==> src/rtl/dhd_pkg.sv <==
// Package for the desk height decoder and drive: payload types, codes and reset values.
package dhd_pkg;

  localparam int WINDOW_BITS_DEF  = 32;
  localparam int PATTERN_BITS_DEF = 23;
  localparam int SYNC_W           = 23;
  localparam int HEIGHT_W         = 8;
  localparam int MARGIN_W         = 4;
  localparam int CFG_IDX_W        = 3;
  localparam int CFG_DATA_W       = SYNC_W;

  localparam logic [SYNC_W-1:0]   SYNC_PATTERN_RST     = SYNC_W'(6289917);
  localparam logic [HEIGHT_W-1:0] MAX_TARGET_RST       = HEIGHT_W'(113);
  localparam logic [MARGIN_W-1:0] UP_STOP_MARGIN_RST   = MARGIN_W'(1);
  localparam logic [MARGIN_W-1:0] DOWN_STOP_MARGIN_RST = MARGIN_W'(2);
  localparam logic [HEIGHT_W-1:0] MIN_VALID_HEIGHT_RST = HEIGHT_W'(60);
  localparam logic [HEIGHT_W-1:0] MAX_VALID_HEIGHT_RST = HEIGHT_W'(120);
  localparam logic [HEIGHT_W-1:0] MAX_HEIGHT_STEP_RST  = HEIGHT_W'(5);

  typedef enum logic [1:0] {
    MOT_STOP = 2'd0,
    MOT_UP   = 2'd1,
    MOT_DOWN = 2'd2
  } motion_t;

  typedef enum logic [CFG_IDX_W-1:0] {
    CFG_SYNC_PATTERN     = 3'd0,
    CFG_MAX_TARGET       = 3'd1,
    CFG_UP_STOP_MARGIN   = 3'd2,
    CFG_DOWN_STOP_MARGIN = 3'd3,
    CFG_MIN_VALID_HEIGHT = 3'd4,
    CFG_MAX_VALID_HEIGHT = 3'd5,
    CFG_MAX_HEIGHT_STEP  = 3'd6
  } cfg_idx_t;

  typedef struct packed {
    logic                set_target;
    logic [HEIGHT_W-1:0] target_value;
    logic                sample_valid;
    logic                signal_bit;
    logic                up_switch_level;
    logic                down_switch_level;
  } dhd_in_t;

  typedef struct packed {
    logic                drive_up;
    logic                drive_down;
    logic [HEIGHT_W-1:0] current_height;
    logic [HEIGHT_W-1:0] target_height;
    logic                manual_override;
    logic                frame_matched;
  } dhd_out_t;

endpackage

==> src/rtl/desk_height_decoder_and_drive.sv <==
// Desk height decoder and motor drive, one control pass per item.
//
// Usage:
//   in_valid/in_ready carry one control pass (target command, sampled height-bus
//   bit, hand switch levels). out_valid/out_ready return one result per pass:
//   drive directions, current and target height, override flag, frame match.
//   cfg_valid/cfg_ready write register cfg_index with cfg_data; cfg_ready is
//   always high; the user must write only while no item is in flight (not enforced).
// Path: an accepted item is registered at the input stage, worked by one
//   combinational pass against the state registers, and its result is
//   captured in the result register.
// Throughput: one item per cycle while out_ready stays high; the input register,
//   the state update and the result register all advance together.
// Stall: while out_ready is low the result holds, the input register keeps one
//   item, and in_ready drops once both are full.
// Reset: rst_n low clears the window, heights, motion and override, sets auto
//   mode, and loads the register defaults; no result is pending after reset.
module desk_height_decoder_and_drive import dhd_pkg::*; #(
  parameter int WINDOW_BITS  = WINDOW_BITS_DEF,
  parameter int PATTERN_BITS = PATTERN_BITS_DEF
) (
  input  logic                  clk,
  input  logic                  rst_n,
  input  logic                  in_valid,
  output logic                  in_ready,
  input  dhd_in_t               in_data,
  output logic                  out_valid,
  input  logic                  out_ready,
  output dhd_out_t              out_data,
  input  logic                  cfg_valid,
  output logic                  cfg_ready,
  input  logic [CFG_IDX_W-1:0]  cfg_index,
  input  logic [CFG_DATA_W-1:0] cfg_data
);

  logic [SYNC_W-1:0]   sync_pattern_r;
  logic [HEIGHT_W-1:0] max_target_r;
  logic [MARGIN_W-1:0] up_margin_r;
  logic [MARGIN_W-1:0] down_margin_r;
  logic [HEIGHT_W-1:0] min_valid_r;
  logic [HEIGHT_W-1:0] max_valid_r;
  logic [HEIGHT_W-1:0] max_step_r;

  logic                in_valid_r;
  dhd_in_t             in_r;
  logic                out_valid_r;
  dhd_out_t            out_r;
  logic                advance;

  logic [WINDOW_BITS-1:0] window_r, window_nxt, window_shift;
  logic [HEIGHT_W-1:0]    height_r, height_nxt;
  logic [HEIGHT_W-1:0]    goal_r, goal_nxt;
  motion_t                motion_r, motion_nxt;
  logic                   ovr_r, ovr_nxt;
  logic                   auto_r, auto_nxt;
  logic                   matched_nxt;

  logic                   frame_hit;
  logic [HEIGHT_W-1:0]    frame_height;
  logic [HEIGHT_W-1:0]    step_abs;
  logic                   height_ok;
  logic [HEIGHT_W:0]      up_reach;
  logic [HEIGHT_W:0]      down_reach;

  assign cfg_ready = 1'b1;
  assign advance   = in_valid_r && (!out_valid_r || out_ready);
  assign in_ready  = !in_valid_r || advance;
  assign out_valid = out_valid_r;
  assign out_data  = out_r;

  always_ff @(posedge clk) begin
    if (!rst_n) begin
      sync_pattern_r <= SYNC_PATTERN_RST;
      max_target_r   <= MAX_TARGET_RST;
      up_margin_r    <= UP_STOP_MARGIN_RST;
      down_margin_r  <= DOWN_STOP_MARGIN_RST;
      min_valid_r    <= MIN_VALID_HEIGHT_RST;
      max_valid_r    <= MAX_VALID_HEIGHT_RST;
      max_step_r     <= MAX_HEIGHT_STEP_RST;
    end else if (cfg_valid && cfg_ready) begin
      case (cfg_idx_t'(cfg_index))
        CFG_SYNC_PATTERN:     sync_pattern_r <= cfg_data[SYNC_W-1:0];
        CFG_MAX_TARGET:       max_target_r   <= cfg_data[HEIGHT_W-1:0];
        CFG_UP_STOP_MARGIN:   up_margin_r    <= cfg_data[MARGIN_W-1:0];
        CFG_DOWN_STOP_MARGIN: down_margin_r  <= cfg_data[MARGIN_W-1:0];
        CFG_MIN_VALID_HEIGHT: min_valid_r    <= cfg_data[HEIGHT_W-1:0];
        CFG_MAX_VALID_HEIGHT: max_valid_r    <= cfg_data[HEIGHT_W-1:0];
        CFG_MAX_HEIGHT_STEP:  max_step_r     <= cfg_data[HEIGHT_W-1:0];
        default: begin
        end
      endcase
    end
  end

  always_ff @(posedge clk) begin
    if (!rst_n) begin
      in_valid_r <= 1'b0;
    end else if (in_ready) begin
      in_valid_r <= in_valid;
    end
  end

  always_ff @(posedge clk) begin
    if (in_ready && in_valid) begin
      in_r <= in_data;
    end
  end

  always_ff @(posedge clk) begin
    if (!rst_n) begin
      out_valid_r <= 1'b0;
    end else if (advance) begin
      out_valid_r <= 1'b1;
    end else if (out_ready) begin
      out_valid_r <= 1'b0;
    end
  end

  always_ff @(posedge clk) begin
    if (advance) begin
      out_r.drive_up        <= (motion_nxt == MOT_UP);
      out_r.drive_down      <= (motion_nxt == MOT_DOWN);
      out_r.current_height  <= height_nxt;
      out_r.target_height   <= goal_nxt;
      out_r.manual_override <= ovr_nxt;
      out_r.frame_matched   <= matched_nxt;
    end
  end

  always_ff @(posedge clk) begin
    if (!rst_n) begin
      window_r <= '0;
      height_r <= '0;
      goal_r   <= '0;
      motion_r <= MOT_STOP;
      ovr_r    <= 1'b0;
      auto_r   <= 1'b1;
    end else if (advance) begin
      window_r <= window_nxt;
      height_r <= height_nxt;
      goal_r   <= goal_nxt;
      motion_r <= motion_nxt;
      ovr_r    <= ovr_nxt;
      auto_r   <= auto_nxt;
    end
  end

  assign window_shift = {in_r.signal_bit, window_r[WINDOW_BITS-1:1]};
  assign window_nxt   = in_r.sample_valid ? window_shift : window_r;

  dhd_frame #(
    .WINDOW_BITS  (WINDOW_BITS),
    .PATTERN_BITS (PATTERN_BITS)
  ) u_frame (
    .window  (window_shift),
    .pattern (sync_pattern_r),
    .matched (frame_hit),
    .height  (frame_height)
  );

  assign step_abs  = (height_r > frame_height) ? (height_r - frame_height)
                                               : (frame_height - height_r);
  assign height_ok = (frame_height >= min_valid_r) && (frame_height <= max_valid_r) &&
                     ((height_r == '0) || (step_abs < max_step_r));

  always_comb begin
    matched_nxt = in_r.sample_valid && frame_hit;
    height_nxt  = (matched_nxt && height_ok) ? frame_height : height_r;
    goal_nxt    = in_r.set_target ? in_r.target_value : goal_r;
    motion_nxt  = motion_r;
    ovr_nxt     = ovr_r;
    auto_nxt    = auto_r;

    if (in_r.set_target && !ovr_r) begin
      auto_nxt = 1'b1;
      if ((height_r < goal_nxt) && (goal_nxt < max_target_r)) begin
        motion_nxt = MOT_UP;
      end else if (height_r > goal_nxt) begin
        motion_nxt = MOT_DOWN;
      end
    end

    up_reach   = {1'b0, height_nxt} + {{(HEIGHT_W+1-MARGIN_W){1'b0}}, up_margin_r};
    down_reach = {1'b0, goal_nxt} + {{(HEIGHT_W+1-MARGIN_W){1'b0}}, down_margin_r};

    if (!ovr_r && auto_nxt) begin
      if ((motion_nxt == MOT_UP) && (up_reach >= {1'b0, goal_nxt})) begin
        motion_nxt = MOT_STOP;
        goal_nxt   = height_nxt;
      end
      if ((motion_nxt == MOT_DOWN) && ({1'b0, height_nxt} <= down_reach)) begin
        motion_nxt = MOT_STOP;
        goal_nxt   = height_nxt;
      end
    end

    if (ovr_r) begin
      if (in_r.up_switch_level && in_r.down_switch_level) begin
        motion_nxt = MOT_STOP;
        goal_nxt   = height_nxt;
        ovr_nxt    = 1'b0;
      end
    end else if (!in_r.up_switch_level) begin
      motion_nxt = MOT_UP;
      ovr_nxt    = 1'b1;
      auto_nxt   = 1'b0;
    end else if (!in_r.down_switch_level) begin
      motion_nxt = MOT_DOWN;
      ovr_nxt    = 1'b1;
      auto_nxt   = 1'b0;
    end
  end

endmodule

==> src/rtl/dhd_frame.sv <==
// Frame matcher: compares the oldest window bits with the sync pattern and extracts the height.
module dhd_frame import dhd_pkg::*; #(
  parameter int WINDOW_BITS  = WINDOW_BITS_DEF,
  parameter int PATTERN_BITS = PATTERN_BITS_DEF
) (
  input  logic [WINDOW_BITS-1:0] window,
  input  logic [SYNC_W-1:0]      pattern,
  output logic                   matched,
  output logic [HEIGHT_W-1:0]    height
);

  logic [PATTERN_BITS-1:0] bit_eq;
  logic [HEIGHT_W-1:0]     raw;

  for (genvar i = 0; i < PATTERN_BITS; i++) begin : g_cmp
    if (i < SYNC_W) begin : g_pat
      assign bit_eq[i] = (window[i % WINDOW_BITS] == pattern[i]);
    end else begin : g_zero
      assign bit_eq[i] = !window[i % WINDOW_BITS];
    end
  end

  for (genvar i = 0; i < HEIGHT_W; i++) begin : g_raw
    assign raw[i] = window[(PATTERN_BITS + i) % WINDOW_BITS];
  end

  assign matched = &bit_eq;
  assign height  = ~raw;

endmodule

==> config.mk <==
export PLATFORM = sky130hd
export DESIGN_NAME = desk_height_decoder_and_drive
export DESIGN_NICKNAME = d
export VERILOG_FILES = /design/src/rtl/dhd_pkg.sv /design/src/rtl/desk_height_decoder_and_drive.sv /design/src/rtl/dhd_frame.sv
export SDC_FILE = /design/constraint.sdc
export NUM_CORES = 1
export LEC_CHECK = 0
export ABC_AREA = 1
export BUFFER_PORTS_ARGS = -buffer_cell sky130_fd_sc_hd__buf_2
export CORE_ASPECT_RATIO = 1.1
export CORE_MARGIN = 2
export CORE_UTILIZATION = 30
export CTS_CLUSTER_SIZE = 8
export DETAILED_ROUTE_END_ITERATION = 8
export GPL_ROUTABILITY_DRIVEN = 0
export PLACE_DENSITY = 0.42
export RECOVER_POWER = 50
export SETUP_SLACK_MARGIN = 0.3
export SYNTH_ARGS = -nofsm -noshare
export SYNTH_HDL_FRONTEND = slang
export SYNTH_SLANG_ARGS = --single-unit
export TNS_END_PERCENT = 1
==> constraint.sdc <==
create_clock -name clk -period 16.3 [get_ports clk]
set_input_delay 0.815 -clock clk [delete_from_list [all_inputs] [get_ports clk]]
set_output_delay 0.815 -clock clk [all_outputs]
set_load 0.02 [all_outputs]
==> results of run 1 <==
[layout make-up]
type                            count  area [um2]  area share (%)
Clock inverter                      8       121.4           1.250
Sequential cell                   149        3313           34.12
Inverter                          177       664.4           6.843
Tap cell                          363       454.2           4.678
Multi-Input combinational cell    746        4318           44.47
Timing Repair Buffer               73       350.3           3.608
Clock buffer                       23       488.0           5.026
[worst max path at each step]
stage / to / depth (start not counted) / slack [ns] / startpoint
after floorplan: out_data[19] / 38 / 10.40 / window_r[24]
after global placement: out_data[9] / 39 / 9.21 / window_r[24]
after detailed placement: out_data[8] / 40 / 9.17 / window_r[24]
after CTS: out_data[7] / 40 / 9.15 / window_r[24]
after global routing: out_data[8] / 40 / 8.44 / window_r[24]
final: out_data[7] / 40 / 9.18 / window_r[24]
[sequential cells by signal, summed over array words and instances (netlist names)]
signal and count:
window_r 31, sync_pattern_r 23, out_data 20, in_r 13, goal_r 8, height_r 8, max_step_r 8, max_target_r 8
max_valid_r 8, min_valid_r 8, down_margin_r 4, up_margin_r 4, motion_r 2, auto_r 1, in_valid_r 1, out_valid 1
ovr_r 1
[placed cells by master (no fill, tap or decap), types with 6 or more instances in the layout]
| master | count |
|---|---|
| nand2_1 | 227 |
| inv_1 | 168 |
| dfxtp_1 | 116 |
| a21oi_1 | 113 |
| o21ai_0 | 90 |
| ha_1 | 77 |
| nor2_1 | 73 |
| buf_2 | 43 |
| nand3_1 | 34 |
| o211ai_1 | 33 |
| edfxtp_1 | 33 |
| clkbuf_1 | 26 |
| nand4_1 | 17 |
| clkbuf_16 | 17 |
| xor2_1 | 13 |
| nand2_2 | 10 |
| inv_2 | 8 |
| o21a_1 | 6 |
| nor2_2 | 6 |
| buf_4 | 6 |
[layer usage]
metal  up-vias  part of all wire, %  wire length (um)  GRT usage, %
li1       3749                    -                 -             -
met1      3294                   50             11990         23.51
met2        83                   47             11260         27.63
met3        23                  2.3               564         2.792
met4         0                  1.4               338         4.526
met5         -                    0                 0             0
[power by group through the flow]
stage          sequential, mW  clock [mW]  combinational, mW
4_1_cts                 0.409       0.426              0.169
3_3_place_gp            0.417           0              0.168
6_report                0.409       0.415              0.166
5_1_grt                 0.412       0.440              0.192
2_1_floorplan           0.417           0              0.115
3_5_place_dp            0.417           0              0.168
[cell families after synthesis]
group           after synthesis  synth area share (%)
mux                           5                0.6382
fa+ha+maj                    81                 12.38
buf+inv                     210                 9.500
compound gates              256                 16.71
xor+xnor                     18                 1.870
simple gates                385                 19.55
other cells                   1               0.04449
flops                       149                 39.31
[stage by stage]
step,util (%),total power [mW],instance area [um2],instances,hold slack (ns)
after detailed placement,32.97,0.5853,9135,1508,0.4584
after global placement,32.97,0.5856,9135,1508,0.4545
after global routing,35.04,1.044,9709,1539,0.4915
after floorplan,-,0.5318,8429,1105,0.4287
final,35.04,0.9905,9709,1539,0.4662
after CTS,35.17,1.004,9744,1539,0.4680
[worst max-delay path: cells and delay by family (launching register included)]
family	cells	cell delay [ns]
xor gates and xnor gates	2	0.29
buffers and inverters	4	0.28
DFF	1	0.49
and+or+nand+nor	17	1.64
adders and majority gates	5	1.56
AOI/OAI and AO/OA	12	2.64
==> results.md, run 1 <==
* Post-synth top area share at 27.55%
* Hold Path Origin: max_target_r[1]
* Area Overhead vs Synth at 15.18%
* Switching portion of total power at 28.13%
* Vias in the first global route at ~6900
* Starting density of the core at 30.42%
* Critical Path End Type: flop
* Die W at 163.8 um
* P_sw at 278.6 uW
* Worst hold endpoint: max_target_r[1]
* Most used cell, CP: nand2_1
* Slew Viols, Final at 136
* R2R setup slack at 9.18 ns
* Max-cap violation count at 2
* Worst Hold Class: reg2reg
* Total gr overflow at 0
* Post-CTS Setup Inserts at 0
* Post-synth top cells: nand2_1, inv_1, dfxtp_1
* Worst-Margin Slew at 4.087 ns
* #FFs+latches synth at 149
* Vias per std cell at 4.645
* Iteration count of the initial detailed-routing pass at 5
* Final nets at 1289
* RSZ-0062 raised after global routing: no
* Final Hold Fails at 0
* Worst skew pair latency at 0.43 ns
* First-pass GRT wire length at 38.76 mm
* Wirelength per Cell at 15.69 um
* Crit path DAT at 7.32 ns
* Min Tclk post-route at 7.124 ns
* I/O pin count at 67
* Detailed Route Iter0 Violations at 329
* DIE AREA at 0.02946 mm2
* CP max-delay cell: a21oi_1
* Final setup violation count at 0
* Core footprint at approximately 0.028 mm2
* DIE HEIGHT at 179.8 um
* Sequential cell area fraction in the yosys report at 39.31%
* F_max at around 140 MHz
* Final setup margin at 9.176 ns
* Fillers at 3051
* Final WL at 24.15 mm
* P_int at 711.9 uW
* PortBufs at 65
* Synth unique cells at 43
* Syn Nets at 1230
* Clock Pin Slew Worst Setup and Hold Paths at 0.06 ns
* Syn Area/Cell at 7.628 um2
* Sequential share of power at 41.3%
* Post-Syn Area at 0.008429 mm2
* Yosys warns at 0
* Post-CTS Hold Fix Bufs at 0
* Power Density at 102.0 mW/mm2
* Crit share post-route at 43.71%
* Fin Setup TNS at 0 ns
* Crit path required time at around 16 ns
* Slowest stage delay, CP at 0.61 ns
* Post-CTS resize count at 0
* Logic pwr share at roughly 17%
* Total clock sinks at 149
* Startpoint Class: flop
* CTS buffer count at 17
* Count leader, synth: nand2_1
* Normalized max-slew margin at -172.5%
* H-tree depth at 4
* Most common flop cell mapped by yosys: dfxtp_1
* Failing checks: capacitance limit, slew limit
* Antenna viol nets, final at 0
* CTS tree: built
* R2r endpoint: out_data[7]
* Peak supply drop at 0.00005889 V
* Antenna diodes at 0
* Area leader, netlist: dfxtp_1
* FFs w/ async S/R, synth at 0%
* Post-Place Worst Slack at 9.168 ns
* Clk pwr share at a little over two fifths
* RR Startpoint: window_r[24]
* Reg2Reg Depth at 40
* Main area contributors after synthesis: dfxtp_1, edfxtp_1, ha_1, nand2_1, inv_1
* DP HPWL at 17.60 mm
* Clk_skew at approximately 0.011 ns
* CTS max path bufs at 2
* Kind of critical path: reg2reg
* Hold path cells at 2
* Row cnt at 64
* Initial antenna violation count at 0
* Residual DRC count at 0
* CP Max Fanout at 12
* Gate Count Post-Synth at 1105
* Via count at 7149
* All-Layer GR Usage at 17.07%
* Share of cells above drive strength 1 at 9.609%
* Largest net degree at the start of global routing at 97
* Root Buffer: clkbuf_16
* Number of synthesized flops with an enable pin at 33
* Leakage at 4.527 nW
* Run status: finished with violations
Note: power is estimated with default switching activity, not from simulation.
==> run 2, diff against run 1 <==
==> constraint.sdc (replaced) <==
create_clock -name clk -period 6.7 [get_ports clk]
set_input_delay 0.335 -clock clk [delete_from_list [all_inputs] [get_ports clk]]
set_output_delay 0.335 -clock clk [all_outputs]
set_load 0.02 [all_outputs]
==> run 2 against run 1 <==
The run still ends with capacitance limit, slew limit left. Worst setup slack got worse by 8.6 ns. Clock power is 120% higher. Flip-flop and latch count unchanged. Clock-buffer cell count is 1 higher. Register-to-register slack lost 8.6 ns. Worst hold slack got worse by 0.40 ns. Maximum frequency up 16%. Critical endpoint is now out_data[8]. Largest cell class unchanged.
==> results.md, run 2 (synthesized netlist as in run 1, its figures left out) <==
* Root Buffer: clkbuf_16
* Critical Path End Type: flop
* Vias per std cell at 4.676 (+0.67%)
* H-tree depth at 4 (unchanged)
* Crit path required time at 6.90 ns (-9.59 ns)
* Final Hold Fails at 0 (unchanged)
* DIE AREA at 0.02946 mm2 (unchanged)
* Area Overhead vs Synth at 17.40%
* Peak supply drop at 0.0001486 V (+150%)
* Crit path DAT at 6.33 ns (-0.99 ns)
* Core footprint at 0.02771 mm2 (unchanged)
* RSZ-0062 raised after global routing: no
* CTS tree: built
* DP HPWL at 17.90 mm (+1.7%)
* Power Density at 237.0 mW/mm2 (+130%)
* Worst skew pair latency at 0.44 ns (about the same)
* Run status: finished with violations
* Wirelength per Cell at 15.80 um (+0.65%)
* Final setup margin at 0.5697 ns (-8.606 ns)
* Post-Place Worst Slack at 0.1480 ns (-9.020 ns)
* Largest register by flop count: window_r
* Antenna diodes at 0 (unchanged)
* Largest net degree at the start of global routing at 85 (-12%)
* Total power at 2.345 mW (+140%)
* Clk_skew at 0.009305 ns (-0.001420 ns)
* Most common cell after layout, fill and taps aside: nand2_1
* Die W at 163.8 um (unchanged)
* Post-CTS Hold Fix Bufs at 0 (unchanged)
* All-Layer GR Usage at 17.11% (+0.040 points)
* Min Tclk post-route at 6.130 ns (-0.9940 ns)
* Register area at 0.003321 mm2 (+0.23%)
* Final nets at 1303 (+1.1%)
* Startpoint Class: flop
* Total gr overflow at 0 (unchanged)
* CP top delay family: simple AND/OR/NAND/NOR gates
* Antenna viol nets, final at 0 (unchanged)
* Vias in the first global route at 6827 (-0.52%)
* PortBufs at 65 (unchanged)
* CTS buffer count at 17 (unchanged)
* Final setup violation count at 0 (unchanged)
* Starting density of the core at 30.42% (unchanged)
* I/O pin count at 67 (unchanged)
* Fin Setup TNS at 0 ns (unchanged)
* Most used cell, CP: nand2_1
* Leakage at 4.602 nW (+1.7%)
* Crit share post-route at 91.50% (+48 points)
* Detailed Route Iter0 Violations at 373 (+13%)
* Row cnt at 64 (unchanged)
* Kind of critical path: reg2reg
* Worst-Margin Slew at 3.575 ns (-0.5127 ns)
* Fillers at 3060 (+0.29%)
* Largest register FFs at 31 (unchanged)
* CP bufs+invs at 5 (+1)
* CTS max path bufs at 2 (unchanged)
* Max-cap violation count at 2 (unchanged)
* F_max at 163.1 MHz (+16%)
* Iteration count of the initial detailed-routing pass at 5 (unchanged)
* Residual DRC count at 0 (unchanged)
* First-pass GRT wire length at 38.74 mm (about the same)
* CP max-delay cell: fa_2
* Clock Pin Slew Worst Setup and Hold Paths at 0.07 ns (about the same)
* Multi-input gate area at 0.004451 mm2 (+3.1%)
* Normalized max-slew margin at -138.3% (+34 points)
* Share of cells above drive strength 1 at 13.27% (+3.7 points)
* Worst Hold Class: in2reg
* Failing checks: capacitance limit, slew limit
* Initial antenna violation count at 0 (unchanged)
* DIE HEIGHT at 179.8 um (unchanged)
* Via count at 7267 (+1.7%)
* Slowest stage delay, CP at 0.43 ns (-0.18 ns)
* Slew Viols, Final at 124 (-8.8%)
* Final Util at 35.72% (+0.67 points)
* Total clock sinks at 149 (unchanged)
* Most frequent cells in the layout: nand2_1, inv_1, dfxtp_1, a21oi_1, o21ai_0
* CP Max Fanout at 10 (-2)
* Final WL at 24.55 mm (+1.6%)
[run 2: layout make-up]
| type | count | share of cell area, % |
|---|---|---|
| Tap cell | 363 | 4.590 |
| Clock buffer | 24 | 5.171 |
| Sequential cell | 149 | 33.56 |
| Clock inverter | 8 | 0.4678 |
| Multi-Input combinational cell | 747 | 44.97 |
| Timing Repair Buffer | 86 | 4.526 |
| Inverter | 177 | 6.714 |
[run 2: power by group]
group | leakage (nW) | internal [mW] | switching, mW
sequential | 1.27 | 0.967 | 0.0277
combinational | 3.06 | 0.152 | 0.275
clock | 0.278 | 0.529 | 0.394
[run 2: what timing repair did]
item / CTS / global route
gates cloned: 0 / 1
buffers inserted: 3 / 3
hold endpoints to repair: 0 / 0
resized for setup: 4 / 40
pin swaps: 2 / 5
setup endpoints to repair: 18 / 19
[run 2: per-layer routing]
layer	global-route usage (%)	part of all wire [%]	up-vias	wire (um)
met5	0	0	-	0
met4	5.263	1.7	0	407
met3	2.792	2.8	25	684
met2	27.29	46	108	11290
met1	23.63	50	3347	12170
li1	-	-	3787	-
[run 2: final timing paths]
kind	from	to	slack (ns)	cells after the start
setup / recovery	height_r[3]	out_data[8]	0.57	39
setup reg to reg	height_r[3]	out_data[8]	0.57	39
hold / removal	in_data[5]	in_r[5]	0.07	1
hold reg to reg	max_valid_r[7]	max_valid_r[7]	0.46	2
[run 2: through the flow]
| stage | hold WS (ns) | cell area, um2 | std cells |
|---|---|---|---|
| 2_1_floorplan | 0.4287 | 8429 | 1105 |
| 3_3_place_gp | 0.4488 | 9188 | 1515 |
| 3_5_place_dp | 0.4533 | 9188 | 1515 |
| 4_1_cts | 0.04740 | 9782 | 1550 |
| 5_1_grt | 0.04177 | 9896 | 1554 |
| 6_report | 0.06929 | 9896 | 1554 |
[run 2: worst register-to-register path: cells and delay by family, from the launching register on]
family | cells | cell delay [ns]
simple gates | 17 | 1.56
buf+inv | 5 | 0.33
flops | 1 | 0.37
mux | 1 | 0.38
compound gates | 9 | 1.46
xor+xnor | 2 | 0.28
fa+ha+maj | 5 | 1.51
==> run 3, diff against run 2 <==
--- a/config.mk
+++ b/config.mk
@@ -13,6 +13,8 @@
 export CTS_CLUSTER_SIZE = 8
 export DETAILED_ROUTE_END_ITERATION = 8
 export GPL_ROUTABILITY_DRIVEN = 0
+export GPL_TIMING_DRIVEN = 0
+export HOLD_SLACK_MARGIN = 0.08
 export PLACE_DENSITY = 0.42
 export RECOVER_POWER = 50
 export SETUP_SLACK_MARGIN = 0.3
==> run 3 against run 2 <==
The run now ends clean. Maximum frequency shrank 2.8%. Clock-buffer cell count down 2. Total power rose by 6.5%. Worst setup slack got worse by 0.17 ns. Critical path type unchanged. Register-to-register slack got worse by 0.17 ns. First-iteration DRC count rose by 0.80%. Flip-flop and latch count unchanged. Largest power group is now clock. Die area unchanged. Cell count up 3.1%. Sequential share of layout area is 1.8 points lower.
==> results.md, run 3 (synthesized netlist as in run 1, its figures left out) <==
* Run status: finished, final reports clean
* DIE HEIGHT at 179.8 um (unchanged)
* Largest register by flop count: window_r
* Most frequent cells in the layout: nand2_1, inv_1, dfxtp_1, a21oi_1, o21ai_0
* Iteration count of the initial detailed-routing pass at 5 (unchanged)
* DP HPWL at 19.31 mm (+7.9%)
* Crit share post-route at 94.09% (+2.6 points)
* Worst Hold Class: in2reg
* Largest net degree at the start of global routing at 30 (-65%)
* Final setup margin at 0.3960 ns (-0.1737 ns)
* Detailed Route Iter0 Violations at 376 (+0.80%)
* Final WL at 25.99 mm (+5.9%)
* Die W at 163.8 um (unchanged)
* Antenna diodes at 0 (unchanged)
* Switching portion of total power at 29.17% (-0.52 points)
* Startpoint Class: flop
* Leakage at 4.803 nW (+4.4%)
* Wirelength per Cell at 16.22 um (+2.7%)
* Residual DRC count at 0 (unchanged)
* Total gr overflow at 0 (unchanged)
* Share of cells above drive strength 1 at 15.90% (+2.6 points)
* Register area at 0.003329 mm2 (+0.26%)
* Via count at 7519 (+3.5%)
* Peak supply drop at 0.0002004 V (+35%)
* Reg2Reg Depth at 40 (+2.6%)
* PortBufs at 64 (-1.5%)
* Max-cap violation count at 0 (-2)
* Hold path cells at 3 (+2)
* Fin Setup TNS at 0 ns (unchanged)
* F_max at 158.6 MHz (-2.8%)
* Clk_skew at 0.01060 ns (+0.001291 ns)
* RSZ-0062 raised after global routing: yes
* Worst-Margin Slew at 0.9887 ns (-2.586 ns)
* Initial antenna violation count at 1 (+1)
* Slew Viols, Final at 0 (-100%)
* Post-Place Worst Slack at -0.7159 ns (-0.8639 ns)
* # placed instances at 1532 (+1.1%)
* Core footprint at 0.02771 mm2 (unchanged)
* P_sw at 728.7 uW (+4.7%)
* Final setup violation count at 0 (unchanged)
* P_int at 1.770 mW (+7.3%)
* I/O pin count at 67 (unchanged)
* Clk pwr share at 41.6% (+2.2 points)
* Crit path required time at 6.89 ns (about the same)
* Sequential share of power at 39.8% (-2.6 points)
* All-Layer GR Usage at 18.05% (+0.94 points)
* CP max-delay cell: fa_2
* Logic pwr share at 18.6% (+0.4 points)
* CTS tree: built
* Crit path DAT at 6.49 ns (+0.16 ns)
* Vias per std cell at 4.694 (+0.37%)
* Largest register FFs at 31 (unchanged)
* Slowest stage delay, CP at 0.42 ns (about the same)
* Multi-input gate area at 0.004618 mm2 (+3.8%)
* Most used cell, CP: nand2_1
* Antenna viol nets, final at 0 (unchanged)
* Clock Pin Slew Worst Setup and Hold Paths at 0.06 ns (about the same)
* Post-Layout Cell Count at 1602 (+3.1%)
* CTS buffer count at 17 (unchanged)
* Row cnt at 64 (unchanged)
* Final Util at 37.82% (+2.1 points)
* DIE AREA at 0.02946 mm2 (unchanged)
* Power Density at 238.5 mW/mm2 (+0.63%)
* Vias in the first global route at 7300 (+6.9%)
* Min Tclk post-route at 6.304 ns (+0.1737 ns)
* First-pass GRT wire length at 40.83 mm (+5.4%)
* Final nets at 1351 (+3.7%)
* Starting density of the core at 30.42% (unchanged)
* Normalized max-slew margin at 33.39% (+170 points)
* Total clock sinks at 149 (unchanged)
* Worst skew pair latency at 0.44 ns (about the same)
* Fillers at 2970 (-2.9%)
* Root Buffer: clkbuf_16
* H-tree depth at 4 (unchanged)
* CP Max Fanout at 8 (-2)
* Area Overhead vs Synth at 24.30%
* Critical Path End Type: flop
* Most common cell after layout, fill and taps aside: nand2_1
* CTS max path bufs at 2 (unchanged)
* Kind of critical path: reg2reg
* Final Hold Fails at 0 (unchanged)
==> run 3: repair_timing <==
action                                  CTS  global route
setup buffers                             6            18
gates resized for setup                  36            58
gates cloned                              0             1
endpoints found under the setup margin   20            19
hold buffers                             13             0
pin swaps                                 6            33
hold endpoints to repair                 13             0
==> run 3: path summary, 6_finish.rpt <==
kind | endpoint | start | slack [ns]
hold reg to reg | max_valid_r[1] | max_valid_r[1] | 0.46
setup / recovery | out_data[8] | window_r[24] | 0.40
setup reg to reg | out_data[8] | window_r[24] | 0.40
hold / removal | sync_pattern_r[16] | cfg_data[16] | 0.11
==> run 3: power by group through the flow <==
stage / combinational (mW) / sequential [mW] / clock [mW]
2_1_floorplan: 0.279 / 1.01 / 0
3_3_place_gp: 0.414 / 1.01 / 0
3_5_place_dp: 0.416 / 1.01 / 0
4_1_cts: 0.439 / 0.992 / 1.06
5_1_grt: 0.530 / 0.998 / 1.10
6_report: 0.465 / 0.993 / 1.04
==> run 3: through the flow <==
step	instance area, um2	power (mW)	hold WS, ns
after floorplan	8429	1.294	0.4287
final	10480	2.499	0.1103
after CTS	10130	2.490	0.1007
after global routing	10480	2.626	0.1218
after detailed placement	9205	1.428	0.4523
after global placement	9204	1.427	0.4544
==> run 3: final cells by class <==
type                       count  area share [%]
sequential                   149           31.78
multi-input combinational    746           44.08
tap                          363           4.335
clock inverter                10           1.349
inverter                     177           6.401
clock buffer                  22           4.633
timing repair buffer         102           6.007
buffer                        33           1.421
==> run 3: layer usage <==
metal	share of wire (%)	GRT usage [%]	wire length, um	up-vias
li1	-	-	-	3884
met4	2.4	6.351	622	2
met1	48	24.30	12440	3475
met3	2.8	2.353	718	35
met2	47	29.56	12190	123
met5	0.073	0	19	-
==> run 3: critical path, delay by kind of cell, from the launching register on <==
family          cells  cell delay, ns
xor+xnor            2            0.27
fa+ha+maj           6            1.75
simple gates       17            1.61
compound gates      8            1.22
flops               1            0.37
mux                 1            0.32
buf+inv             6            0.50
